### src/rtl/sbl_pkg.sv
// ----------------------------------------------------------------------------
// Sobel edge magnitude package
// Shared widths, register indexes and types for the 3x3 Sobel edge block.
// ----------------------------------------------------------------------------
package sbl_pkg;

    localparam int MAX_WIDTH    = 1024;
    localparam int HEIGHT_LIMIT = 4096;
    localparam int PIX_W        = 8;
    localparam int SUM_W        = PIX_W + 2;
    localparam int COL_W        = $clog2(MAX_WIDTH);
    localparam int ROW_W        = $clog2(HEIGHT_LIMIT);
    localparam int WIDTH_REG_W  = 11;
    localparam int HEIGHT_REG_W = 13;
    localparam int CFG_DATA_W   = 13;
    localparam int CFG_IDX_W    = 1;

    localparam logic [WIDTH_REG_W-1:0]  WIDTH_RESET  = WIDTH_REG_W'(640);
    localparam logic [HEIGHT_REG_W-1:0] HEIGHT_RESET = HEIGHT_REG_W'(480);
    localparam logic [PIX_W-1:0]        SAT_MAX      = PIX_W'(255);

    localparam logic [CFG_IDX_W-1:0] REG_IMAGE_WIDTH  = CFG_IDX_W'(0);
    localparam logic [CFG_IDX_W-1:0] REG_IMAGE_HEIGHT = CFG_IDX_W'(1);

    // Position flags of one pixel, carried alongside it through the pipeline.
    typedef struct packed {
        logic emit;
        logic last;
    } t_flags;

endpackage

### src/rtl/sbl_raster.sv
// ----------------------------------------------------------------------------
// Raster position tracker
// Holds the frame size registers and the column and row counters, and flags
// each pixel that completes an interior window and the last pixel of a frame.
// ----------------------------------------------------------------------------
module sbl_raster (
    input  logic                          i_clk,
    input  logic                          i_rst_n,
    input  logic                          i_cfg_wr_en,
    input  logic [sbl_pkg::CFG_IDX_W-1:0] i_cfg_index,
    input  logic [sbl_pkg::CFG_DATA_W-1:0] i_cfg_data,
    input  logic                          i_advance,
    output logic [sbl_pkg::COL_W-1:0]     o_col,
    output sbl_pkg::t_flags               o_flags
);
    import sbl_pkg::*;

    logic [WIDTH_REG_W-1:0]  r_width;
    logic [HEIGHT_REG_W-1:0] r_height;
    logic [COL_W-1:0]        r_col, n_col;
    logic [ROW_W-1:0]        r_row, n_row;
    logic [WIDTH_REG_W-1:0]  w_eff;
    logic [HEIGHT_REG_W-1:0] h_eff;
    logic [COL_W-1:0]        col_last;
    logic [ROW_W-1:0]        row_last;
    logic                    at_col_end;
    logic                    at_row_end;

    always_ff @(posedge i_clk) begin
        if (!i_rst_n) begin
            r_width  <= WIDTH_RESET;
            r_height <= HEIGHT_RESET;
        end else if (i_cfg_wr_en) begin
            unique case (i_cfg_index)
                REG_IMAGE_WIDTH:  r_width  <= i_cfg_data[WIDTH_REG_W-1:0];
                REG_IMAGE_HEIGHT: r_height <= i_cfg_data[HEIGHT_REG_W-1:0];
                default: ;
            endcase
        end
    end

    // Out-of-range sizes are clamped into the supported range.
    always_comb begin
        w_eff = r_width;
        if (r_width < WIDTH_REG_W'(3))
            w_eff = WIDTH_REG_W'(3);
        else if (r_width > WIDTH_REG_W'(MAX_WIDTH))
            w_eff = WIDTH_REG_W'(MAX_WIDTH);
        h_eff = r_height;
        if (r_height < HEIGHT_REG_W'(3))
            h_eff = HEIGHT_REG_W'(3);
        else if (r_height > HEIGHT_REG_W'(HEIGHT_LIMIT))
            h_eff = HEIGHT_REG_W'(HEIGHT_LIMIT);
    end

    assign col_last   = COL_W'(w_eff - WIDTH_REG_W'(1));
    assign row_last   = ROW_W'(h_eff - HEIGHT_REG_W'(1));
    assign at_col_end = (r_col >= col_last);
    assign at_row_end = (r_row >= row_last);

    always_comb begin
        n_col = r_col;
        n_row = r_row;
        if (i_advance) begin
            if (at_col_end) begin
                n_col = '0;
                n_row = at_row_end ? '0 : r_row + ROW_W'(1);
            end else begin
                n_col = r_col + COL_W'(1);
            end
        end
    end

    always_ff @(posedge i_clk) begin
        if (!i_rst_n) begin
            r_col <= '0;
            r_row <= '0;
        end else begin
            r_col <= n_col;
            r_row <= n_row;
        end
    end

    assign o_col        = r_col;
    assign o_flags.emit = (r_row >= ROW_W'(2)) && (r_col >= COL_W'(2));
    assign o_flags.last = at_row_end && at_col_end;

endmodule

### config.mk
export PLATFORM = sky130hd
export DESIGN_NAME = sbl_raster
export DESIGN_NICKNAME = d
export VERILOG_FILES = /design/src/rtl/sbl_pkg.sv /design/src/rtl/sbl_raster.sv
export SDC_FILE = /design/constraint.sdc
export NUM_CORES = 1
export LEC_CHECK = 0
export ABC_CLOCK_PERIOD_IN_PS = 10500
export BUFFER_PORTS_ARGS = -buffer_cell sky130_fd_sc_hd__buf_2
export CAP_MARGIN = 20
export CELL_PAD_IN_SITES_DETAIL_PLACEMENT = 1
export CELL_PAD_IN_SITES_GLOBAL_PLACEMENT = 1
export CORE_MARGIN = 2
export CORE_UTILIZATION = 35
export DETAILED_ROUTE_END_ITERATION = 8
export PLACE_DENSITY_LB_ADDON = 0.1
export SETUP_SLACK_MARGIN = 0.15
export SLEW_MARGIN = 10
export SYNTH_ARGS = -nofsm -noshare
export SYNTH_HDL_FRONTEND = slang
export SYNTH_SLANG_ARGS = --single-unit
### constraint.sdc
create_clock -name i_clk -period 10.5 [get_ports i_clk]
set_clock_uncertainty 0.1 [all_clocks]
set_input_delay 0.525 -clock i_clk [delete_from_list [all_inputs] [get_ports i_clk]]
set_output_delay 0.525 -clock i_clk [all_outputs]
set_load 0.005 [all_outputs]
# [Word level (Yosys, flattened, before mapping)]
# Cells that the tools add are included.
[op_classes] bitwise_logic=1 n_addsub=4 muxes=6 n_lt_le_gt_ge=8 reduce_logical=5
[op_table] cell="12-bit 2-to-1 mux" count=3
[op_table] cell="10-bit 2-to-1 mux" count=3
[op_table] cell="13-bit greater-than comparator, second input constant" count=1
[op_table] cell="13-bit by 2-bit < comparator with 1-bit output, second input constant" count=1
[op_table] cell="12-bit by 1-bit adder with 12-bit output, second input constant" count=1
[op_table] cell="12-bit >= comparator" count=1
[op_table] cell="12-bit by 2-bit >= comparator with 1-bit output, second input constant" count=1
[op_table] cell="12-bit by 1-bit subtractor with 12-bit output, second input constant" count=1
[op_table] cell="11-bit greater-than comparator, second input constant" count=1
[op_table] cell="11-bit by 2-bit < comparator with 1-bit output, second input constant" count=1
[op_table] cell="10-bit by 1-bit adder with 10-bit output, second input constant" count=1
[op_table] cell="10-bit >= comparator" count=1
[op_table] cell="10-bit by 2-bit >= comparator with 1-bit output, second input constant" count=1
[op_table] cell="10-bit by 1-bit subtractor with 10-bit output, second input constant" count=1
[op_table] cell="2-bit AND reduction" count=3
[op_table] cell="1-bit logical AND" count=2
[op_table] cell="1-bit inverter" count=1
[word_totals] out_inout_bits=12 reg_bits=46 inputBits=18 elab_cells=28

# [Logic depth before layout (Yosys ltp)]
# Gate-level depths: netlist of run 1.
[logic_depth] ltp_word=6 mapped_depth=19 mapped_depth_nobuf=16

# [Least setup slack after synthesis of run 1]
# Ideal clock, no wire load.
[synth_path] path_type="reg-to-output" start="reg r_width[2]" end="out o_flags[0] in the netlist's numbering" path_stages_with_launch=16 t_required_ns=9.875 arrival_ns=3.149 path_buffers=2 path_slack_ns=6.726 path_cell_list="dfxtp_1 nor4_2 nand2_1 nor3_4 o21ai_0 ha_1 buf_1 nand3_1 o21ai_0 a21o_1 ha_1 nand3_1 o41ai_2 buf_2 or2_1 and2_1"
[synth_lines] element="from (decl)" line_no="sbl_raster.sv:18" text="logic [WIDTH_REG_W-1:0] r_width;"
[synth_lines] element="from (signal assigned)" line_no="sbl_raster.sv:35" text="REG_IMAGE_WIDTH: r_width <= i_cfg_data[WIDTH_REG_W-1:0];"
[synth_lines] element="to (decl)" line_no="sbl_raster.sv:14" text="output sbl_pkg::t_flags o_flags"

==> results of run 1 <==
[layer usage]
metal	vias up	wire (microns)	part of all wire (%)	track usage, %
li1	1368	-	-	-
met4	0	59	0.75	3.62
met1	1282	4000	51	25.9
met3	4	191	2.4	3.24
met5	-	0	0	0
met2	27	3590	46	30.8
[kinds of logic after synthesis]
family / share of synthesized area (%)
AOI/OAI and AO/OA: 18.5
and+or+nand+nor: 28.4
DFF: 31.7
adders and majority gates: 12.0
xor gates and xnor gates: 6.32
buffers and inverters: 3.10
[area by class of cell]
type | count | area [sq um] | share of cell area, %
multi-input cells | 308 | 1900 | 59.3
flip-flops and latches | 46 | 921 | 28.8
repair buffers | 30 | 150 | 4.69
well taps | 105 | 131 | 4.11
clock buffers | 7 | 76.3 | 2.39
inverters | 6 | 22.5 | 0.704
[power groups by stage]
stage | logic [mW] | registers (mW) | clock network [mW]
2_1_floorplan | 0.0437 | 0.190 | 0
3_3_place_gp | 0.0578 | 0.193 | 0
3_5_place_dp | 0.0593 | 0.193 | 0
4_1_cts | 0.0598 | 0.189 | 0.108
5_1_grt | 0.0690 | 0.190 | 0.116
6_report | 0.0589 | 0.189 | 0.105
[registers in the layout (all words and copies together), names as in the netlist]
| signal | flops |
|---|---|
| r_height | 13 |
| r_width | 11 |
| o_col | 10 |
| r_row | 12 |
[stage by stage]
step / power [mW] / hold slack [ns] / setup WS (ns) / utilization, %
floorplan: 0.233 / 0.345 / 6.73 / -
global placement: 0.251 / 0.363 / 6.01 / 38.3
detailed placement: 0.253 / 0.364 / 5.80 / 38.3
CTS: 0.357 / 0.350 / 5.50 / 39.3
global route: 0.375 / 0.387 / 5.31 / 39.3
finish: 0.353 / 0.361 / 5.61 / 39.3
[placed cells by master, fill, tap and decap left out, types with 5 or more instances in the layout]
cell type,count
a211oi_1,5
a21o_1,5
a21oi_1,31
buf_2,29
clkbuf_8,5
dfxtp_1,46
ha_1,28
inv_1,6
nand2_1,71
nand3_1,22
nor2_1,38
nor3_1,7
nor4_1,8
o21ai_0,14
xnor2_1,7
xor2_1,14
[how the worst max path moves through the flow]
stage / start / to
finish: r_width[2] / o_flags[0]
global route: r_width[2] / o_flags[0]
CTS: r_width[2] / o_flags[0]
detailed placement: r_width[2] / r_row[9]
global placement: r_width[2] / o_flags[0]
floorplan: r_width[2] / o_flags[0]
[worst register-to-register path: stages, from the launching register on]
cell and delay (ns):
dfxtp_1 0.37, nor4_2 0.55, nand2_1 0.19, nor3_4 0.26, o21ai_0 0.16, ha_1 0.30, nand3_1 0.13, o21ai_0 0.09
a21o_1 0.20, ha_1 0.29, nand3_1 0.10, o41ai_2 0.87, o21ai_2 0.26, or4_1 0.56, a21oi_1 0.16
==> impl_metrics.py, run 1 <==
metrics = {
    "clocking": {
        "cts_hold_buf": 0,
        "root_buffer": "clkbuf_8",
        "clock_sinks": 46,
        "clockBufferDepth": 2,
        "ctsHtreeMaxLevel": 2,
        "clk_pin_slew_ns": 0.09,
        "post_cts_buffers": 0,
        "cts_tree": "yes",
        "clock_latency_ns": 0.30,
        "numCtsBuffers": 5,
        "cts.repair.resized": 0,
    },
    "finish": {
        "final_area_sq_um": 3200,
        "areaGrowthSynthToFinish_pct": 9.98,
        "fillers": 1027,
        "nNetsFinal": 443,
        "antenna_cells": 0,
        "instances_no_fill": 502,
        "drive_gt1_share_pct": 10.3,
    },
    "synthesis": {
        "synth_largest_area_cell": "dfxtp_1",
        "syn-num-nets": 423,
        "synth_flop_cell": "dfxtp_1",
        "synthTopCellsByArea": "dfxtp_1, ha_1, nand2_1",
        "syn-cell-area_sq_um": 2910,
        "synth_common_cells": "nand2_1, dfxtp_1, nor2_1, a21oi_1, ha_1",
        "syn_inst": 377,
        "async_reset_ff_share_pct": 0,
        "yosysMostFrequentCell": "nand2_1",
        "ys_warn_count": 0,
        "synth_edf_count": 0,
        "synthDistinctLibCells": 49,
        "ys_ff_latch": 46,
        "synth_top_area_share_pct": 31.7,
        "syn_avg_cell_area_sq_um": 7.72,
        "yosysSeqAreaShare_pct": 31.7,
    },
    "min_path": {
        "hold_class": "in2reg",
        "worst_hold_startpoint": "i_cfg_data[11]",
        "holdPathStages": 3,
        "min_to": "r_height[11]",
    },
    "place": {
        "dp_hpwl_mm": 6.02,
        "post-place-cells": 494,
        "placed_cell_area_sq_um": 3120,
        "gp_congestion": 0.820,
        "portBuffers": 29,
    },
    "drt": {
        "wire_per_inst_microns": 15.6,
        "drc_errors": 0,
        "routed_wirelength_mm": 7.83,
        "first_iter_violations": 64,
        "final_antenna_net_count": 0,
        "avgViaCountPerCell": 5.34,
        "drt-pass1-iter-count": 4,
        "vias": 2681,
    },
    "sta": {
        "worst_pin_slew_ns": 0.998,
        "period_share_pct": 46.5,
        "setup_tns_ns": 0,
        "rsz0062_at_grt": "no",
        "fmax_mhz": 205,
        "fin_crit_ns": 4.89,
        "setup_viol": 0,
        "maxSlewHeadroom_pct": 32.7,
        "hold_violations": 0,
        "drv_slew": 0,
    },
    "floorplanning": {
        "die_area_sq_um": 9060,
        "die_y_microns": 95.2,
        "ios": 30,
        "fp-row-count": 33,
        "die_width_microns": 95.2,
        "fp.coreArea_sq_um": 8130,
        "start_util_pct": 35.8,
    },
    "worst_setup_path": {
        "cp_slowest_cell": "o41ai_2",
        "critical_path_arrival_ns": 4.26,
        "crit_chain": "nor4_2, nand2_1, nor3_4, o21ai_0, ha_1, nand3_1, o21ai_0, a21o_1, ha_1, nand3_1, o41ai_2, or2_1, and2_1, buf_2",
        "reg2reg_slack_ns": 5.82,
        "max_stage_delay_ns": 0.87,
        "cp-start-kind": "flop",
        "cp_max_fo": 11,
        "reg2reg_to": "r_row[9]",
        "worstRegToRegCells": 14,
        "end_kind": "output pin",
        "rr_startpoint": "r_width[2]",
        "cp.depth": 14,
        "critPathKind": "reg2out",
        "required_ns": 9.88,
        "crit_family": "simple AND/OR/NAND/NOR gates",
        "timing.critical_path.buf_inv": 1,
    },
    "power": {
        "clockPowerShare_pct": 29.8,
        "seqPwrFrac_pct": 53.6,
        "internal_power_mw": 0.250,
        "switchingPower_mw": 0.103,
        "p_leak_nw": 1.32,
        "peakVddDrop_v": 0.0000446,
        "combPwrFrac_pct": 16.7,
        "power.density_nw_per_um2": 110,
        "p_sw_share_pct": 29.2,
    },
    "grt": {
        "track_usage_pct": 18.7,
        "antenna_found_initial": 0,
        "overflow": 0,
        "grt_pass1_vias": 2722,
        "grt_max_degree": 22,
        "grt_first_pass_wirelength_mm": 13.4,
    },
    "status": {
        "status": "finished clean",
    },
    "run": {
        "maxCapViolCount": 0,
    },
}
Note: power is estimated with default switching activity, not from simulation.
==> run 2, diff against run 1 <==
--- a/config.mk
+++ b/config.mk
@@ -5,7 +5,8 @@
 export SDC_FILE = /design/constraint.sdc
 export NUM_CORES = 1
 export LEC_CHECK = 0
-export ABC_CLOCK_PERIOD_IN_PS = 10500
+export ABC_AREA = 1
+export ABC_CLOCK_PERIOD_IN_PS = 4500
 export BUFFER_PORTS_ARGS = -buffer_cell sky130_fd_sc_hd__buf_2
 export CAP_MARGIN = 20
 export CELL_PAD_IN_SITES_DETAIL_PLACEMENT = 1
==> constraint.sdc (replaced) <==
create_clock -name i_clk -period 4.5 [get_ports i_clk]
set_clock_uncertainty 0.1 [all_clocks]
set_input_delay 0.225 -clock i_clk [delete_from_list [all_inputs] [get_ports i_clk]]
set_output_delay 0.225 -clock i_clk [all_outputs]
set_load 0.005 [all_outputs]
==> impl_metrics.py, run 2 <==
metrics = {
    "min_path": {
        "hold_class": "in2reg",
        "holdPathStages": 3,
    },
    "floorplanning": {
        "fp.coreArea_sq_um": 9200,
        "start_util_pct": 36.0,
        "die_width_microns": 101,
        "fp-row-count": 35,
        "die_y_microns": 101,
        "ios": 30,
        "die_area_sq_um": 10300,
    },
    "synthesis": {
        "synthDistinctLibCells": 39,
        "synth_compound_area_share_pct": 12.7,
        "yosysMostFrequentCell": "nand2_1",
        "synth_mux_area_share_pct": 0,
        "synth_adder_area_share_pct": 10.6,
        "syn_inst": 505,
        "syn_avg_cell_area_sq_um": 6.56,
        "syn-cell-area_sq_um": 3310,
        "synth_top_area_share_pct": 27.8,
        "synth-simple-area-share_pct": 35.7,
        "synthTopCellsByArea": "dfxtp_1, nand2_1, ha_1",
        "yosysSeqAreaShare_pct": 27.8,
        "synth_common_cells": "nand2_1, nor2_1, inv_1, dfxtp_1, a21oi_1",
        "synth_xor_area_share_pct": 4.20,
        "syn-num-nets": 551,
        "synth_top_family_by_area": "simple AND/OR/NAND/NOR gates",
        "ys_ff_latch": 46,
        "synth_edf_count": 0,
        "synth_largest_area_cell": "dfxtp_1",
        "async_reset_ff_share_pct": 0,
        "ys_warn_count": 0,
        "synth_flop_cell": "dfxtp_1",
    },
    "worst_setup_path": {
        "max_stage_delay_ns": 0.48,
        "timing.critical_path.buf_inv": 2,
        "critPathKind": "reg2out",
        "cp-start-kind": "flop",
        "required_ns": 4.18,
        "crit_family": "simple AND/OR/NAND/NOR gates",
        "end_kind": "output pin",
        "cp_max_fo": 16,
        "critPathMostFrequentCell": "nand2_1",
        "cp_slowest_cell": "dfxtp_1",
        "cp.depth": 21,
        "critical_path_arrival_ns": 3.40,
        "crit_chain": "nor2_1, nand2_1, nor2_2, nand2_2, nand2_4, a21oi_4, ha_1, nand2_1, nor2_4, nand3_1, nand2_1, nand2_1, ha_1, nand2_1, nor2_1, and2_1, nand2_1, nand4_1, nand2_1, inv_1, buf_2",
        "worstRegToRegCells": 22,
    },
    "finish": {
        "drive_gt1_share_pct": 10.7,
        "reg_top3": "r_height: 13 flops, r_row: 12 flops, r_width: 11 flops",
        "fillers": 1239,
        "largest_reg_flops": 13,
        "antenna_cells": 0,
        "top_register": "r_height",
        "layout_commonest_cell": "nand2_1",
        "areaGrowthSynthToFinish_pct": 9.67,
        "final_area_sq_um": 3630,
        "layout_common_cells": "nand2_1, nor2_1, inv_1",
        "nNetsFinal": 577,
    },
    "place": {
        "placed_cell_area_sq_um": 3540,
        "portBuffers": 29,
        "gp_congestion": 0.783,
        "dp_slack_ns": 0.927,
        "dp_hpwl_mm": 7.39,
    },
    "clocking": {
        "cts_hold_buf": 0,
        "clockBufferDepth": 2,
        "numCtsBuffers": 5,
        "cts_tree": "yes",
        "post_cts_buffers": 0,
        "cts.repair.resized": 0,
        "ctsHtreeMaxLevel": 2,
        "clock_sinks": 46,
        "root_buffer": "clkbuf_8",
        "clk_pin_slew_ns": 0.09,
        "clock_latency_ns": 0.31,
    },
    "grt": {
        "use_met1_pct": 24.6,
        "antenna_found_initial": 0,
        "grt_use_met2_pct": 33.4,
        "track_usage_pct": 19.0,
        "overflow": 0,
        "grt_pass1_vias": 3267,
        "grt.busiest_layer": "met2",
        "grt.met3_usage_pct": 2.83,
        "grt_first_pass_wirelength_mm": 15.5,
        "grt_max_degree": 28,
    },
    "sta": {
        "fin_crit_ns": 3.73,
        "rsz0062_at_grt": "no",
        "hold_violations": 0,
        "fmax_mhz": 268,
        "worst_pin_slew_ns": 0.500,
        "maxSlewHeadroom_pct": 66.6,
        "period_share_pct": 82.8,
        "fin_ws_ns": 0.773,
        "setup_tns_ns": 0,
        "drv_slew": 0,
        "setup_viol": 0,
    },
    "power": {
        "internal_power_mw": 0.607,
        "peakVddDrop_v": 0.000116,
        "p_sw_share_pct": 32.5,
        "clockPowerShare_pct": 28.4,
        "p_leak_nw": 1.77,
        "combPwrFrac_pct": 22.6,
        "switchingPower_mw": 0.293,
        "power.density_nw_per_um2": 248,
        "seqPwrFrac_pct": 49.0,
    },
    "drt": {
        "final_antenna_net_count": 0,
        "first_iter_violations": 42,
        "avgViaCountPerCell": 4.97,
        "drt-pass1-iter-count": 4,
        "routed_wirelength_mm": 8.97,
        "drc_errors": 0,
        "wire_per_inst_microns": 14.0,
        "vias": 3196,
    },
    "status": {
        "status": "finished clean",
    },
    "run": {
        "maxCapViolCount": 0,
    },
}
==> run 2: cell types whose count changed after synthesis, sizes merged, moves of 5 or more <==
cell    delta
a211oi     -5
inv       +59
xor2       -6
nand4     +13
nand2     +54
nor4       -5
nor2      +34
clkbuf     -8
o21ai     +16
nor3       +5
nand3      +6
==> run 2: cell families (layout without fill, tap and decap cells) <==
group	Yosys count	after routing
AOI/OAI and AO/OA	76	76
xor gates and xnor gates	15	15
adders and majority gates	28	28
buffers and inverters	76	103
DFF	46	46
and+or+nand+nor	264	264
==> run 2: stage by stage <==
| step | hold WS (ns) | instances | utilization, % | power (mW) |
|---|---|---|---|---|
| 2_1_floorplan | 0.238 | 505 | - | 0.601 |
| 6_report | 0.0549 | 643 | 39.5 | 0.900 |
| 3_3_place_gp | 0.369 | 635 | 38.5 | 0.653 |
| 4_1_cts | 0.0455 | 643 | 39.5 | 0.916 |
| 3_5_place_dp | 0.372 | 635 | 38.5 | 0.658 |
| 5_1_grt | 0.0544 | 643 | 39.5 | 0.965 |
==> run 2: path summary, 6_finish.rpt <==
path,startpoint,end,slack (ns)
max,r_height[0],o_flags[0],0.77
min,i_cfg_data[7],r_height[7],0.05
max reg2reg,r_width[6],r_row[4],0.95
min reg2reg,r_height[10],r_height[10],0.41
==> run 2: worst reg2reg max path, cell delays in order, from the launching register on <==
cell and delay (ns):
dfxtp_1 0.40, inv_1 0.08, nand2_1 0.07, nor3_1 0.04, nand3_1 0.07, nand2_1 0.12
a21oi_1 0.24, ha_1 0.20, nand2_1 0.08, nor3_1 0.26, nand2_1 0.11, xnor2_1 0.14
inv_1 0.06, ha_1 0.28, nand4_1 0.11, nor3_1 0.20, nor2_1 0.07, nand2_2 0.27
nand2_4 0.13, inv_2 0.10, nand2_1 0.05, nand2_1 0.20, nor2_1 0.08
==> run 2: power by group through the flow <==
stage	logic [mW]	registers (mW)	clock network (mW)
5_1_grt	0.240	0.444	0.280
4_1_cts	0.208	0.442	0.266
3_5_place_dp	0.207	0.451	0
6_report	0.203	0.441	0.255
3_3_place_gp	0.202	0.451	0
2_1_floorplan	0.155	0.445	0
==> run 2: final cells by class <==
class / instances / area [sq um] / share of cell area, %
Inverter: 66 / 248 / 6.82
Multi-Input combinational cell: 383 / 2090 / 57.6
Tap cell: 111 / 139 / 3.82
Clock inverter: 3 / 18.8 / 0.517
Sequential cell: 46 / 921 / 25.4
Timing Repair Buffer: 29 / 145 / 4.00
Clock buffer: 5 / 68.8 / 1.90
==> run 2: metal layers <==
| metal | vias up | wire length, microns |
|---|---|---|
| met5 | - | 0 |
| met4 | 0 | 93 |
| met3 | 9 | 221 |
| met2 | 32 | 4310 |
| met1 | 1452 | 4340 |
| li1 | 1703 | - |
