### config.mk
export PLATFORM = sky130hd
export DESIGN_NAME = sbl_kernel
export DESIGN_NICKNAME = d
export VERILOG_FILES = /design/src/rtl/sbl_pkg.sv /design/src/rtl/sbl_kernel.sv
export SDC_FILE = /design/constraint.sdc
export NUM_CORES = 1
export LEC_CHECK = 0
export ABC_AREA = 1
export BUFFER_PORTS_ARGS = -buffer_cell sky130_fd_sc_hd__buf_4
export CAP_MARGIN = 30
export CORE_MARGIN = 2
export CORE_UTILIZATION = 57
export DETAILED_ROUTE_END_ITERATION = 10
export PLACE_DENSITY_LB_ADDON = 0.3
export SLEW_MARGIN = 30
export SYNTH_ARGS = -nofsm -noshare
export SYNTH_HDL_FRONTEND = slang
export SYNTH_SLANG_ARGS = --single-unit
### constraint.sdc
create_clock -name i_clk -period 5.9 [get_ports i_clk]
set_input_delay 0.59 -clock i_clk [delete_from_list [all_inputs] [get_ports i_clk]]
set_output_delay 0.59 -clock i_clk [all_outputs]
set_load 0.005 [all_outputs]
### src/rtl/sbl_pkg.sv
// ----------------------------------------------------------------------------
// Sobel edge magnitude package
// Shared widths, register indexes and types for the 3x3 Sobel edge block.
// ----------------------------------------------------------------------------
package sbl_pkg;

    localparam int MAX_WIDTH    = 1024;
    localparam int HEIGHT_LIMIT = 4096;
    localparam int PIX_W        = 8;
    localparam int SUM_W        = PIX_W + 2;
    localparam int COL_W        = $clog2(MAX_WIDTH);
    localparam int ROW_W        = $clog2(HEIGHT_LIMIT);
    localparam int WIDTH_REG_W  = 11;
    localparam int HEIGHT_REG_W = 13;
    localparam int CFG_DATA_W   = 13;
    localparam int CFG_IDX_W    = 1;

    localparam logic [WIDTH_REG_W-1:0]  WIDTH_RESET  = WIDTH_REG_W'(640);
    localparam logic [HEIGHT_REG_W-1:0] HEIGHT_RESET = HEIGHT_REG_W'(480);
    localparam logic [PIX_W-1:0]        SAT_MAX      = PIX_W'(255);

    localparam logic [CFG_IDX_W-1:0] REG_IMAGE_WIDTH  = CFG_IDX_W'(0);
    localparam logic [CFG_IDX_W-1:0] REG_IMAGE_HEIGHT = CFG_IDX_W'(1);

    // Position flags of one pixel, carried alongside it through the pipeline.
    typedef struct packed {
        logic emit;
        logic last;
    } t_flags;

endpackage

### src/rtl/sbl_kernel.sv
// ----------------------------------------------------------------------------
// Sobel kernel
// Shifts the 3x3 window, forms |gx| + |gy| with saturation and holds the
// result word in the output register.
// ----------------------------------------------------------------------------
module sbl_kernel (
    input  logic                      i_clk,
    input  logic                      i_rst_n,
    input  logic                      i_load,
    input  logic [sbl_pkg::PIX_W-1:0] i_up,
    input  logic [sbl_pkg::PIX_W-1:0] i_mid,
    input  logic [sbl_pkg::PIX_W-1:0] i_px,
    input  sbl_pkg::t_flags           i_flags,
    input  logic                      i_out_ready,
    output logic                      o_out_valid,
    output logic [sbl_pkg::PIX_W-1:0] o_edge,
    output logic                      o_last
);
    import sbl_pkg::*;

    // r_left holds the window's left column once shifted, r_centre the middle.
    logic [PIX_W-1:0]   r_left   [3];
    logic [PIX_W-1:0]   r_centre [3];
    logic [PIX_W-1:0]   p00, p01, p02, p10, p12, p20, p21, p22;
    logic [SUM_W-1:0]   s_right, s_left, s_top, s_bottom;
    logic signed [SUM_W:0] gx, gy;
    logic [SUM_W-1:0]   ax, ay;
    logic [SUM_W:0]     mag;
    logic [PIX_W-1:0]   n_edge;
    logic               r_valid;
    logic [PIX_W-1:0]   r_edge;
    logic               r_last;

    assign p00 = r_left[0];
    assign p10 = r_left[1];
    assign p20 = r_left[2];
    assign p01 = r_centre[0];
    assign p21 = r_centre[2];
    assign p02 = i_up;
    assign p12 = i_mid;
    assign p22 = i_px;

    always_comb begin
        s_right  = SUM_W'(p02) + {1'b0, p12, 1'b0} + SUM_W'(p22);
        s_left   = SUM_W'(p00) + {1'b0, p10, 1'b0} + SUM_W'(p20);
        s_top    = SUM_W'(p00) + {1'b0, p01, 1'b0} + SUM_W'(p02);
        s_bottom = SUM_W'(p20) + {1'b0, p21, 1'b0} + SUM_W'(p22);
        gx = $signed({1'b0, s_right}) - $signed({1'b0, s_left});
        gy = $signed({1'b0, s_top}) - $signed({1'b0, s_bottom});
        ax = gx[SUM_W] ? SUM_W'(-gx) : gx[SUM_W-1:0];
        ay = gy[SUM_W] ? SUM_W'(-gy) : gy[SUM_W-1:0];
        mag = (SUM_W+1)'(ax) + (SUM_W+1)'(ay);
        n_edge = (mag > (SUM_W+1)'(SAT_MAX)) ? SAT_MAX : mag[PIX_W-1:0];
    end

    always_ff @(posedge i_clk) begin
        if (!i_rst_n) begin
            for (int i = 0; i < 3; i++) begin
                r_left[i]   <= '0;
                r_centre[i] <= '0;
            end
        end else if (i_load) begin
            for (int i = 0; i < 3; i++) begin
                r_left[i] <= r_centre[i];
            end
            r_centre[0] <= i_up;
            r_centre[1] <= i_mid;
            r_centre[2] <= i_px;
        end
    end

    always_ff @(posedge i_clk) begin
        if (!i_rst_n) begin
            r_valid <= 1'b0;
        end else if (i_load && i_flags.emit) begin
            r_valid <= 1'b1;
        end else if (i_out_ready) begin
            r_valid <= 1'b0;
        end
    end

    always_ff @(posedge i_clk) begin
        if (i_load && i_flags.emit) begin
            r_edge <= n_edge;
            r_last <= i_flags.last;
        end
    end

    assign o_out_valid = r_valid;
    assign o_edge      = r_edge;
    assign o_last      = r_last;

endmodule

# Yosys cells after proc, flatten, opt, wreduce, memory -nomap -nowiden
# Memory sizes are Yosys's and may differ from the RTL's.
# Cells that the tools add are included.
# Widths: inputs -> output; s select.
# op_classes
mux	14
n_reduce_logical	2
bitwise	6
n_addsub	13
magnitude_cmp	1
# op_table
op	count
$mux 8	6
$add 10x8->10	4
$add 8x9->10	4
$sub 10x10->11	2
$mux 10	2
$neg 10->10	2
$add 10x10->11	1
$gt 11x8->1 const B	1
$mux 1	6
$or 1x1->1	6
$reduce_bool 2->1	1
$logic_and 1x1->1	1
# totals
in_bits	30
memories	2
regBits	10
ramBits	48
output_inout_bits	10
elab_cells	41
# mem_list
name	words	width	rd	rd_clocked_by_memory_dff	write_ports	line	source
r_centre	3	8	3	0	3	sbl_kernel.sv:23	logic [PIX_W-1:0] r_centre [3];
r_left	3	8	3	0	3	sbl_kernel.sv:22	logic [PIX_W-1:0] r_left [3];

# Longest topological paths before layout
# Gate-level depths: netlist of run 1.
# depth
word_depth	7
mapped_depth	29
ltp_nobuf	29

# Worst setup path before layout of run 1
# Ideal clock, no wire load.
# synth_timing
kind	in2reg
start	input port i_px[2] (netlist name)
end	register r_edge[2] (netlist: o_edge[2]), data pin
cell_stages	23
t_required_ps	5629
t_arrival_ps	4632
path_buffers	0
setup_ps	271
path_slack_ps	997
cell_sequence	inv_1 -> fa_1 -> fa_1 -> inv_1 -> fa_1 -> inv_1 -> fa_1 -> inv_1 -> nand3_1 -> nor2_2 -> nand3_1 -> nor2_1 -> nand2_1 -> nand2_2 -> xor2_1 -> inv_1 -> ha_1 -> inv_1 -> o21ai_0 -> a21oi_1 -> nand2_1 -> xor2_2 -> nand3_1
# synth_via
elab_chain_len	6
word_cells_on_any_way	10
classes_between	add/sub (7); order compare (1); mux (2)
# synth_rtl
element	line	source
from (decl)	sbl_kernel.sv:12	input logic [sbl_pkg::PIX_W-1:0] i_px,
$add 10x8->10, on equally long branches	sbl_kernel.sv:44, sbl_kernel.sv:47	
$sub 10x10->11, on equally long branches	sbl_kernel.sv:48, sbl_kernel.sv:49	
$neg 10->10, on equally long branches	sbl_kernel.sv:50, sbl_kernel.sv:51	
$mux 10, on equally long branches	sbl_kernel.sv:50, sbl_kernel.sv:51	
$add 10x10->11 *	sbl_kernel.sv:52	mag = (SUM_W+1)'(ax) + (SUM_W+1)'(ay);
$gt 11x8->1	sbl_kernel.sv:53	n_edge = (mag > (SUM_W+1)'(SAT_MAX)) ? SAT_MAX : mag[PIX_W-1:0];
to (signal assigned)	sbl_kernel.sv:84	r_edge <= n_edge;
to (decl)	sbl_kernel.sv:31	logic [PIX_W-1:0] r_edge;
# Mark *: on every way between the ends. The rest lies on a longest branch, timed or not.
# A chain may end at the register's enable or synchronous reset.

==> impl_results.md, run 1 <==
- Run status: finished, final reports clean
- Most common cell after layout, fill and taps aside: inv_1
- # IOs: 40
- DR WL/cell: between 10 and 15 um
- Worst R2R Start: r_left[0][18]
- Hold path cells: 1
- Critical path data required time: 5.97 ns
- Worst path bufs/invs: 6
- Fmax: approximately 0.2 GHz
- Via count: 4390
- Synth area leaders: edfxtp_1 29%, fa_1 22%, inv_1 14%, ha_1 7.7%, nand2_1 7.4%
- TritonCTS clock tree: built
- Clk sink count: 58
- Vias per Instance: a little under 5
- First-pass GRT wire length: around 20 mm
- Hold Fails Final Rpt: 0
- Tmin final: between 5 and 6 ns
- Reg2Reg Capture Point: o_edge[4]
- Final wirelength: 11.4 mm
- DR pass1 iterations: 4
- Max Cap Viol: 0
- Top delay family on crit path: adder cells
- N_diodes: 0
- Initial antenna violation count: 0
- Worst-Margin Slew: around 0.69 ns
- PortBufs: 39
- Hold WC Path Type: input port to register
- Clock Pin Slew Worst Setup and Hold Paths: 0.08 ns
- Seq/Total Area, Yosys: 0.295
- Max Buffers Root-to-Sink: 2
- Unrepaired setup endpoints after global routing: no
- Critical Path Source Type: register
- Core Region: 10100 um2
- Worst Reg-to-Reg Cells: 23
- CTS Hold Bufs: 0
- Setup CP Type: register to register
- Crit. End Element: register
- Final Wtd Congestion: 0.908
- Most frequent cells in the layout: 217 x inv_1, 115 x nand2_1, 72 x nor2_1
- Setup repair bufs after CTS: 0
- Post-cts sizing count: 0
- Cell Chain, Critical Path: inv_1 > fa_1 > fa_1 > inv_1 > fa_1 > inv_1 > fa_1 > inv_1 > nand3_1 > nor2_2 > nand3_1 > nor2_1 > nand2_1 > nand2_2 > xor2_1 > inv_1 > ha_1 > inv_1 > o21ai_0 > a21oi_1 > nand2_1 > xor2_2 > nand3_1
- Layout cells sized above 1: 0.116
- Row cnt: 37
- Crit path max-delay cell type: fa_1
- Die width: 105 um
- Worst Path Arrival: between 5 and 6 ns
- Worst-Skew Late Latency: 0.34 ns
- CP max FO: 8
- Min-Delay Startpoint: i_flags[0]
- Cts bufs inserted: 9
- CTS Root Cell: clkbuf_8
- Worst path max stage delay: approximately 0.56 ns
- FF-to-FF setup slack: 0.78 ns
- Initial Util: 0.578
- DRC: 0
- Yosys warnings: 0
- Synthesized area per cell: 8.28 um2
- H-tree Lvls: 3
- Yosys cell types: 28
- Final ANT Viol Nets: 0
- Tcrit/Tclk final: 0.867
- Area grow syn2layout: 12.0%
- Largest net degree at the start of global routing: 49
- Endpoints failing setup: 0
- Vias in the first global route: 4681
- Total negative slack: 0 ns
- All-Layer GR Usage: 0.228
- Proportion of netlist area held by the largest area contributor: 0.292
- Mapped Nets: 837
- Total grt overflow: 0
- Area leader, netlist: edfxtp_1
- Max Transition Viols Final: 0
- Clock Skew: around 0.011 ns
- Die height: 105 um
- CP most frequent cell: inv_1
- Worst Hold End: o_last
- Fin nets: 883
- DP HPWL: 9.20 mm
- Detailed Route Iter0 Violations: 207
- Yosys reg bits: 58
- Max-slew headroom: 0.543
- Synth Cell Area: ~5900 um2
- Die Area: 11100 um2
- Synth Instances: 708
-- logic make-up after synthesis --
group | count (synthesis) | synth area share
compound gates | 29 | 0.0267
simple gates | 278 | 0.212
fa+ha+maj | 99 | 0.292
xor+xnor | 18 | 0.0282
flops | 58 | 0.295
buf+inv | 226 | 0.145
-- sequential cells by signal, indices dropped and copies added, names as in the netlist --
signal       cells
o_edge           8
r_centre        24
o_out_valid      1
o_last           1
r_left          24
-- metrics by stage --
step	area (um2)	worst slack (ns)	hold WS, ns	utilization	cells
floorplan	5860	0.997	0.451	-	708
global placement	6310	0.622	0.447	0.623	879
detailed placement	6310	0.517	0.459	0.623	879
CTS	6560	0.804	0.408	0.647	895
global route	6560	0.446	0.410	0.647	895
finish	6560	0.782	0.420	0.647	895
-- worst max path at each step --
stage | from | to | cells past startpoint
global route | r_left[0][18] | o_edge[4] | 23
finish | r_left[0][18] | o_edge[4] | 23
floorplan | i_px[2] | o_edge[2] | 23
global placement | i_up[5] | o_edge[5] | 27
detailed placement | i_px[2] | o_edge[4] | 24
CTS | r_left[0][18] | o_edge[4] | 23
-- metal layers --
layer	up-vias	routed length (um)	global-route usage
met5	-	0	0
met4	0	206	0.0686
met3	20	449	0.0359
met2	95	5920	0.421
met1	2065	4850	0.271
li1	2210	-	-
-- synthesized netlist by cell type --
library cell  count
inv_4             1
edfxtp_1         57
fa_1             63
o21ai_1           3
nand4_1          11
inv_1           217
nand2_4           1
dfxtp_1           1
nand3_2           6
inv_2             3
nor3_1            3
xnor2_1           5
nor2_1           72
xor2_2            1
nor2_2            3
nand2_2          13
o21ai_0           6
ha_1             36
xor2_1           12
nor2_4            1
clkbuf_1          5
nor3_2            2
or2_2             1
o21bai_1          4
a31oi_1           1
nand2_1         115
a21oi_1          15
nand3_1          50
-- worst register-to-register path, delay by kind of cell, from the launching register on --
kind,cells,cell delay (ns)
fa+ha+maj,5,2.33
simple gates,8,0.92
buf+inv,6,0.50
xor+xnor,2,0.44
flops,1,0.38
compound gates,2,0.27
-- cell type report --
| type | instances | area, um2 |
|---|---|---|
| Multi-Input combinational cell | 424 | 3280 |
| Clock inverter | 7 | 125 |
| Sequential cell | 58 | 1730 |
| Timing Repair Buffer | 40 | 300 |
| Fill cell | 828 | 3570 |
| Tap cell | 136 | 170 |
| Clock buffer | 9 | 124 |
| Inverter | 221 | 832 |
Power of run 1 is left out: the tool's default activity adds up to more than one toggle a clock period on the data nets, which glitch-free logic cannot reach.
==> run 2, diff against run 1 <==
--- a/config.mk
+++ b/config.mk
@@ -5,7 +5,6 @@
 export SDC_FILE = /design/constraint.sdc
 export NUM_CORES = 1
 export LEC_CHECK = 0
-export ABC_AREA = 1
 export BUFFER_PORTS_ARGS = -buffer_cell sky130_fd_sc_hd__buf_4
 export CAP_MARGIN = 30
 export CORE_MARGIN = 2
==> run 2 against run 1 <==
  * Final area down 5.9%
  * Clock skew about the same
  * Global-route usage down 1.6 points
  * Final cell count down 21%
  * Wire length down 10%
  * Setup slack worse by 0.46 ns
  * First-iteration DRC count down 28%
  * Synthesized area down 6.2%
  * Non-clock buffer count up 6
  * Register-to-register slack worse by 0.46 ns
  * Highest routed layer unchanged
==> impl_results.md, run 2 <==
- Initial Util: 0.592 (+0.0140)
- Most frequent cells after synthesis: 134 x inv_1, 63 x fa_1, 57 x edfxtp_1
- Yosys reg bits: 58 (unchanged)
- First-pass GRT wire length: 17.0 mm (-16%)
- DR pass1 iterations: 5 (+1)
- Total grt overflow: 0 (unchanged)
- Fmax: 0.179 GHz (-8.3%)
- H-tree Lvls: 3 (unchanged)
- CTS Root Cell: clkbuf_8
- Clk sink count: 58 (unchanged)
- Most numerous cell in the Yosys netlist: inv_1
- Most frequent cells in the layout: 134 x inv_1, 63 x fa_1, 57 x edfxtp_1
- FF-to-FF setup slack: 0.32 ns (-0.46 ns)
- Synth Area in XOR/XNOR: 0.0558 (+0.0276)
- Min-Delay Startpoint: i_flags[0]
- Setup CP Type: register to register
- Worst-Skew Late Latency: 0.35 ns (about the same)
- Final Wtd Congestion: 0.877 (-3.4%)
- Synth Area in Simple Gates: 0.130 (-0.0824)
- CP max FO: 8 (unchanged)
- DP HPWL: 7.97 mm (-13%)
- Multiplexer share of the synthesized area: 0.00205 (+0.00205)
- Max Buffers Root-to-Sink: 2 (unchanged)
- Hold WC Path Type: input port to register
- Hold Fails Final Rpt: 0 (unchanged)
- Worst R2R Start: r_left[0][3]
- Critical path data required time: 6.00 ns (+0.03 ns)
- # IOs: 40 (unchanged)
- Clock Skew: 0.0109 ns (-0.000423 ns)
- Worst Path Arrival: 5.68 ns (+0.49 ns)
- Area grow syn2layout: 12.3%
- DRC: 0 (unchanged)
- TritonCTS clock tree: built
- Seq/Total Area, Yosys: 0.315 (+0.0196)
- Vias in the first global route: 3751 (-20%)
- Final wirelength: 10.2 mm (-10%)
- Layout cells sized above 1: 0.131 (+0.0151)
- Endpoints failing setup: 0 (unchanged)
- DR WL/cell: 14.4 um (+13%)
- Adder-cell share of the synthesized area: 0.311 (+0.0193)
- Worst Hold End: o_last
- Final ANT Viol Nets: 0 (unchanged)
- Yosys cell types: 56 (+100%)
- Setup repair bufs after CTS: 0 (unchanged)
- Worst-Margin Slew: 0.727 ns (+0.0415 ns)
- Reg2Reg Capture Point: o_edge[6]
- Detailed Route Iter0 Violations: 149 (-28%)
- Clock Pin Slew Worst Setup and Hold Paths: 0.07 ns (about the same)
- Initial antenna violation count: 0 (unchanged)
- Critical Path Source Type: register
- Area leader, netlist: edfxtp_1
- Crit. End Element: register
- Max Transition Viols Final: 0 (unchanged)
- Post-synthesis async set-or-reset flop share: 0 (unchanged)
- Hold path cells: 1 (unchanged)
- PortBufs: 39 (unchanged)
- Largest net degree at the start of global routing: 51 (+4.1%)
- Layout Cells excl Fill: 709 (-21%)
- Complex-gate fraction of the synthesized area: 0.0833 (+0.0566)
- Row cnt: 35 (-5.4%)
- Run status: finished, final reports clean
- Dpl cells: 693 (-21%)
- Synth area leaders: edfxtp_1 31%, fa_1 23%, inv_1 9.2%, ha_1 8.2%, and3_1 5.5%
- Proportion of netlist area held by the largest area contributor: 0.311 (+0.0193)
- Fin nets: 704 (-20%)
- Synth Instances: 531 (-25%)
- Die height: 102 um (-3.0%)
- Synthesized area per cell: 10.4 um2 (+25%)
- Via count: 3717 (-15%)
- Max-slew headroom: 0.509 (-0.0338)
- Tcrit/Tclk final: 0.946 (+0.0785)
- Mapped Nets: 660 (-21%)
- Worst Reg-to-Reg Cells: 20 (-13%)
- Layout Utilization: 0.665 (+0.0177)
- Largest family of logic cells by synthesized area: adder cells
- Vias per Instance: 5.24 (+6.9%)
- Core Region: 9280 um2 (-8.4%)
- Cts bufs inserted: 9 (unchanged)
- Tmin final: 5.58 ns (+0.463 ns)
- Most common cell after layout, fill and taps aside: inv_1
- Number of synthesized flops with an enable pin: 57 (unchanged)
- Yosys warnings: 0 (unchanged)
- Die width: 102 um (-3.0%)
- Die Area: 10400 um2 (-6.0%)
- N_diodes: 0 (unchanged)
- Primary FF master, synth: edfxtp_1
- Synth Cell Area: 5500 um2 (-6.2%)
- Unrepaired setup endpoints after global routing: no
- Max Cap Viol: 0 (unchanged)
- All-Layer GR Usage: 0.211 (-0.0162)
-- run 2: cell count changes after synthesis, sizes merged, moves of 4 or more --
cell,before,now
xnor2,5,21
inv,221,134
nand2b,0,7
nand3b,0,4
nand4,11,2
nand3,56,1
nand2,129,16
o21ai,9,14
nor2,76,29
clkbuf,5,11
and3,0,49
o21bai,4,0
a21o,0,8
-- run 2: worst max-delay path: stages, from the launching register on --
cell and delay, ns:
edfxtp_1 0.40, inv_1 0.09, fa_1 0.51, fa_1 0.56
inv_1 0.06, fa_1 0.53, inv_1 0.05, ha_1 0.33
or2_2 0.33, and4_2 0.28, o21ai_1 0.16, a21bo_2 0.24
o31ai_1 0.11, xor2_1 0.19, ha_1 0.34, a21o_1 0.21
a21o_1 0.19, a21o_1 0.19, a2111o_1 0.31, nand3_2 0.16
nand3b_1 0.09
-- run 2: kinds of logic (layout without fill, tap and decap cells) --
logic type	after synthesis	count (layout)
buffers and inverters	147	196
and+or+nand+nor	128	128
adders and majority gates	99	99
AOI/OAI and AO/OA	63	63
DFF	58	58
xor gates and xnor gates	35	35
muxes	1	1
-- run 2: what timing repair did --
item,CTS,global route
endpoints found under the hold margin,0,0
hold buffers,0,0
gates resized for setup,0,6
setup endpoints to repair,0,8
-- run 2: worst max-delay path by stage --
stage / from / to / depth (start not counted)
2_1_floorplan: i_px[2] / o_edge[6] / 19
3_3_place_gp: i_px[2] / o_edge[7] / 20
3_5_place_dp: i_px[7] / o_edge[7] / 20
4_1_cts: r_left[0][3] / o_edge[7] / 19
5_1_grt: r_left[0][2] / o_edge[7] / 19
6_report: r_left[0][3] / o_edge[6] / 20
-- run 2: metrics by stage --
stage	worst slack [ns]	setup TNS (ns)	hold slack, ns	instance area, um2
6_report	0.319	0	0.417	6170
5_1_grt	0.0474	0	0.412	6170
4_1_cts	0.148	0	0.411	6160
3_5_place_dp	-0.0470	-0.222	0.547	5950
3_3_place_gp	0.0567	0	0.538	5950
2_1_floorplan	0.296	0	0.535	5500
-- run 2: metal layers --
metal	part of all wire	track usage
met1	0.42	0.273
met3	0.036	0.0417
met5	0	0
met2	0.52	0.367
met4	0.016	0.0585
-- run 2: area by class of cell --
class,instances,area [um2]
Fill cell,738,3110
Inverter,134,503
Timing Repair Buffer,46,345
Multi-Input combinational cell,326,3220
Clock buffer,10,128
Sequential cell,58,1730
Clock inverter,6,81.3
Tap cell,129,161
Power of run 2 is left out for the same reason.
==> run 3, diff against run 2 <==
--- a/config.mk
+++ b/config.mk
@@ -8,9 +8,10 @@
 export BUFFER_PORTS_ARGS = -buffer_cell sky130_fd_sc_hd__buf_4
 export CAP_MARGIN = 30
 export CORE_MARGIN = 2
-export CORE_UTILIZATION = 57
+export CORE_UTILIZATION = 56
 export DETAILED_ROUTE_END_ITERATION = 10
 export PLACE_DENSITY_LB_ADDON = 0.3
+export SETUP_SLACK_MARGIN = 0.5
 export SLEW_MARGIN = 30
 export SYNTH_ARGS = -nofsm -noshare
 export SYNTH_HDL_FRONTEND = slang
==> constraint.sdc (replaced) <==
create_clock -name i_clk -period 4.8 [get_ports i_clk]
set_input_delay 0.48 -clock i_clk [delete_from_list [all_inputs] [get_ports i_clk]]
set_output_delay 0.48 -clock i_clk [all_outputs]
set_load 0.005 [all_outputs]
==> run 3 against run 2 <==
  * The run now ends with negative setup slack left
  * Fmax is 4.7% higher
  * First-iteration DRC count is 56% higher
  * Critical path depth is 1 lower
  * Final cell count is 11% higher
  * Flip-flop and latch count stayed put
  * Clock skew is 0.0045 ns lower
  * Setup slack worse by 0.85 ns
  * Hold slack worse by 0.12 ns
  * Final area is 16% higher
==> impl_results.md, run 3 (synthesis results as in run 2) <==
- CP max FO: 8 (unchanged)
- Worst-Skew Late Latency: 0.36 ns (about the same)
- Worst path max stage delay: 0.50 ns (-0.06 ns)
- Worst path depth: 19 (-5.0%)
- First-pass GRT wire length: 20.3 mm (+19%)
- CP most frequent cell: fa_1
- Worst path bufs/invs: 3 (unchanged)
- Worst Reg-to-Reg Cells: 19 (-5.0%)
- Clk sink count: 58 (unchanged)
- Worst Path Arrival: 5.44 ns (-0.24 ns)
- Initial Util: 0.570 (-0.0218)
- DR pass1 iterations: 6 (+1)
- DR WL/cell: 15.5 um (+7.7%)
- Cell Chain, Critical Path: buf_6 > fa_1 > fa_1 > inv_1 > fa_1 > inv_2 > fa_2 > a211oi_4 > nor2_2 > xor2_2 > nor4b_4 > nor2_2 > xnor2_1 > ha_1 > a21oi_2 > or3b_4 > nand4bb_4 > nand3_4 > nand3b_1
- Hold Fails Final Rpt: 0 (unchanged)
- Tcrit/Tclk final: 1.11 (+0.164)
- Max Cap Viol: 0 (unchanged)
- Cts bufs inserted: 9 (unchanged)
- Final Wtd Congestion: 0.845 (-3.7%)
- Final ANT Viol Nets: 0 (unchanged)
- Core Region: 9640 um2 (+3.8%)
- Via count: 4148 (+12%)
- Die Area: 10600 um2 (+1.7%)
- Row cnt: 36 (+2.9%)
- DP Worst Slack: -0.747 ns (-0.700 ns)
- Total grt overflow: 0 (unchanged)
- CTS Hold Bufs: 0 (unchanged)
- Top delay family on crit path: adder cells
- Clock Skew: 0.00634 ns (-0.00454 ns)
- PortBufs: 39 (unchanged)
- Area grow syn2layout: 30.3%
- DRC: 0 (unchanged)
- Min-Delay Startpoint: i_flags[0]
- Worst-Margin Slew: 0.666 ns (-0.0607 ns)
- Fin nets: 780 (+11%)
- Post-route worst setup slack: -0.529 ns (-0.848 ns)
- Setup CP Type: register to register
- Unrepaired setup endpoints after global routing: yes
- Initial antenna violation count: 0 (unchanged)
- Hold_ws: 0.298 ns (-0.119 ns)
- Crit. End Element: register
- Vias in the first global route: 4502 (+20%)
- Endpoints failing setup: 8 (+8)
- Most frequent cells in the layout: 124 x inv_1, 120 x buf_4, 59 x fa_1
- Hold path cells: 1 (unchanged)
- Hold WC Path Type: input port to register
- Die width: 103 um (+0.85%)
- Critical path data required time: 4.91 ns (-1.09 ns)
- CTS Root Cell: clkbuf_8
- Layout cells sized above 1: 0.322 (+0.191)
- Layout Cells excl Fill: 789 (+11%)
- All-Layer GR Usage: 0.249 (+0.0372)
- Detailed Route Iter0 Violations: 233 (+56%)
- N_diodes: 0 (unchanged)
- DP HPWL: 8.58 mm (+7.6%)
- Tmin final: 5.33 ns (-0.252 ns)
- Final wirelength: 12.3 mm (+20%)
- H-tree Lvls: 3 (unchanged)
- Run status: finished with violations
- Die height: 103 um (+0.85%)
- Critical Path Source Type: register
- Worst R2R Start: r_left[0][2]
- Crit path max-delay cell type: fa_1
- Largest net degree at the start of global routing: 51 (unchanged)
- TritonCTS clock tree: built
- Dpl cells: 758 (+9.4%)
- Fmax: 0.188 GHz (+4.7%)
- CP startpoint: r_left[0][2]
- Most common cell after layout, fill and taps aside: inv_1
- Violated checks: negative setup slack
- Max-slew headroom: 0.556 (+0.0466)
- Max Transition Viols Final: 0 (unchanged)
- Max Buffers Root-to-Sink: 2 (unchanged)
- Vias per Instance: 5.26 (+0.28%)
- Clock Pin Slew Worst Setup and Hold Paths: 0.07 ns (about the same)
- # IOs: 40 (unchanged)
[run 3: stage by stage]
stage                     setup TNS (ns)  cell area [um2]   util
after floorplan                    -2.09             5670      -
after global routing               -5.58             7160  0.743
final                              -4.08             7160  0.743
after detailed placement           -5.82             6590  0.684
after CTS                          -3.55             7020  0.729
after global placement             -5.27             6580  0.683
[run 3: worst reg2reg max path, delay by kind of cell (launching register included)]
kind	cells	cell delay, ns
AO/OA/AOI/OAI	2	0.53
XOR/XNOR	2	0.35
adder cells (fa/ha/maj)	5	2.18
AND/OR/NAND/NOR	7	1.36
flip-flops	1	0.44
buffers and inverters	3	0.26
[run 3: layer usage]
layer  global-route usage  part of all wire  up-vias
li1                     -                 -     1975
met4               0.0870             0.027        0
met2                0.451              0.53       90
met3               0.0461             0.034       33
met1                0.296              0.41     2050
met5                    0                 0        -
[run 3: area by class of cell]
class | instances | area [um2]
multi-input combinational | 326 | 3610
fill | 665 | 2480
sequential | 58 | 1730
timing repair buffer | 122 | 923
inverter | 134 | 515
tap | 133 | 166
clock buffer | 10 | 128
clock inverter | 6 | 81.3
[run 3: repair_timing]
| action | 4_1_cts | 5_1_grt |
|---|---|---|
| buffers inserted | 14 | 1 |
| setup endpoints to repair | 8 | 8 |
| pin swaps | 27 | 13 |
| resized for setup | 27 | 25 |
[run 3: worst paths after layout]
| check | endpoint | slack (ns) |
|---|---|---|
| setup reg to reg | o_edge[6] | -0.53 |
| hold reg to reg | r_left[0][13] | 0.56 |
| setup / recovery | o_edge[6] | -0.53 |
| hold / removal | o_last | 0.30 |
Power of run 3 is left out for the same reason.
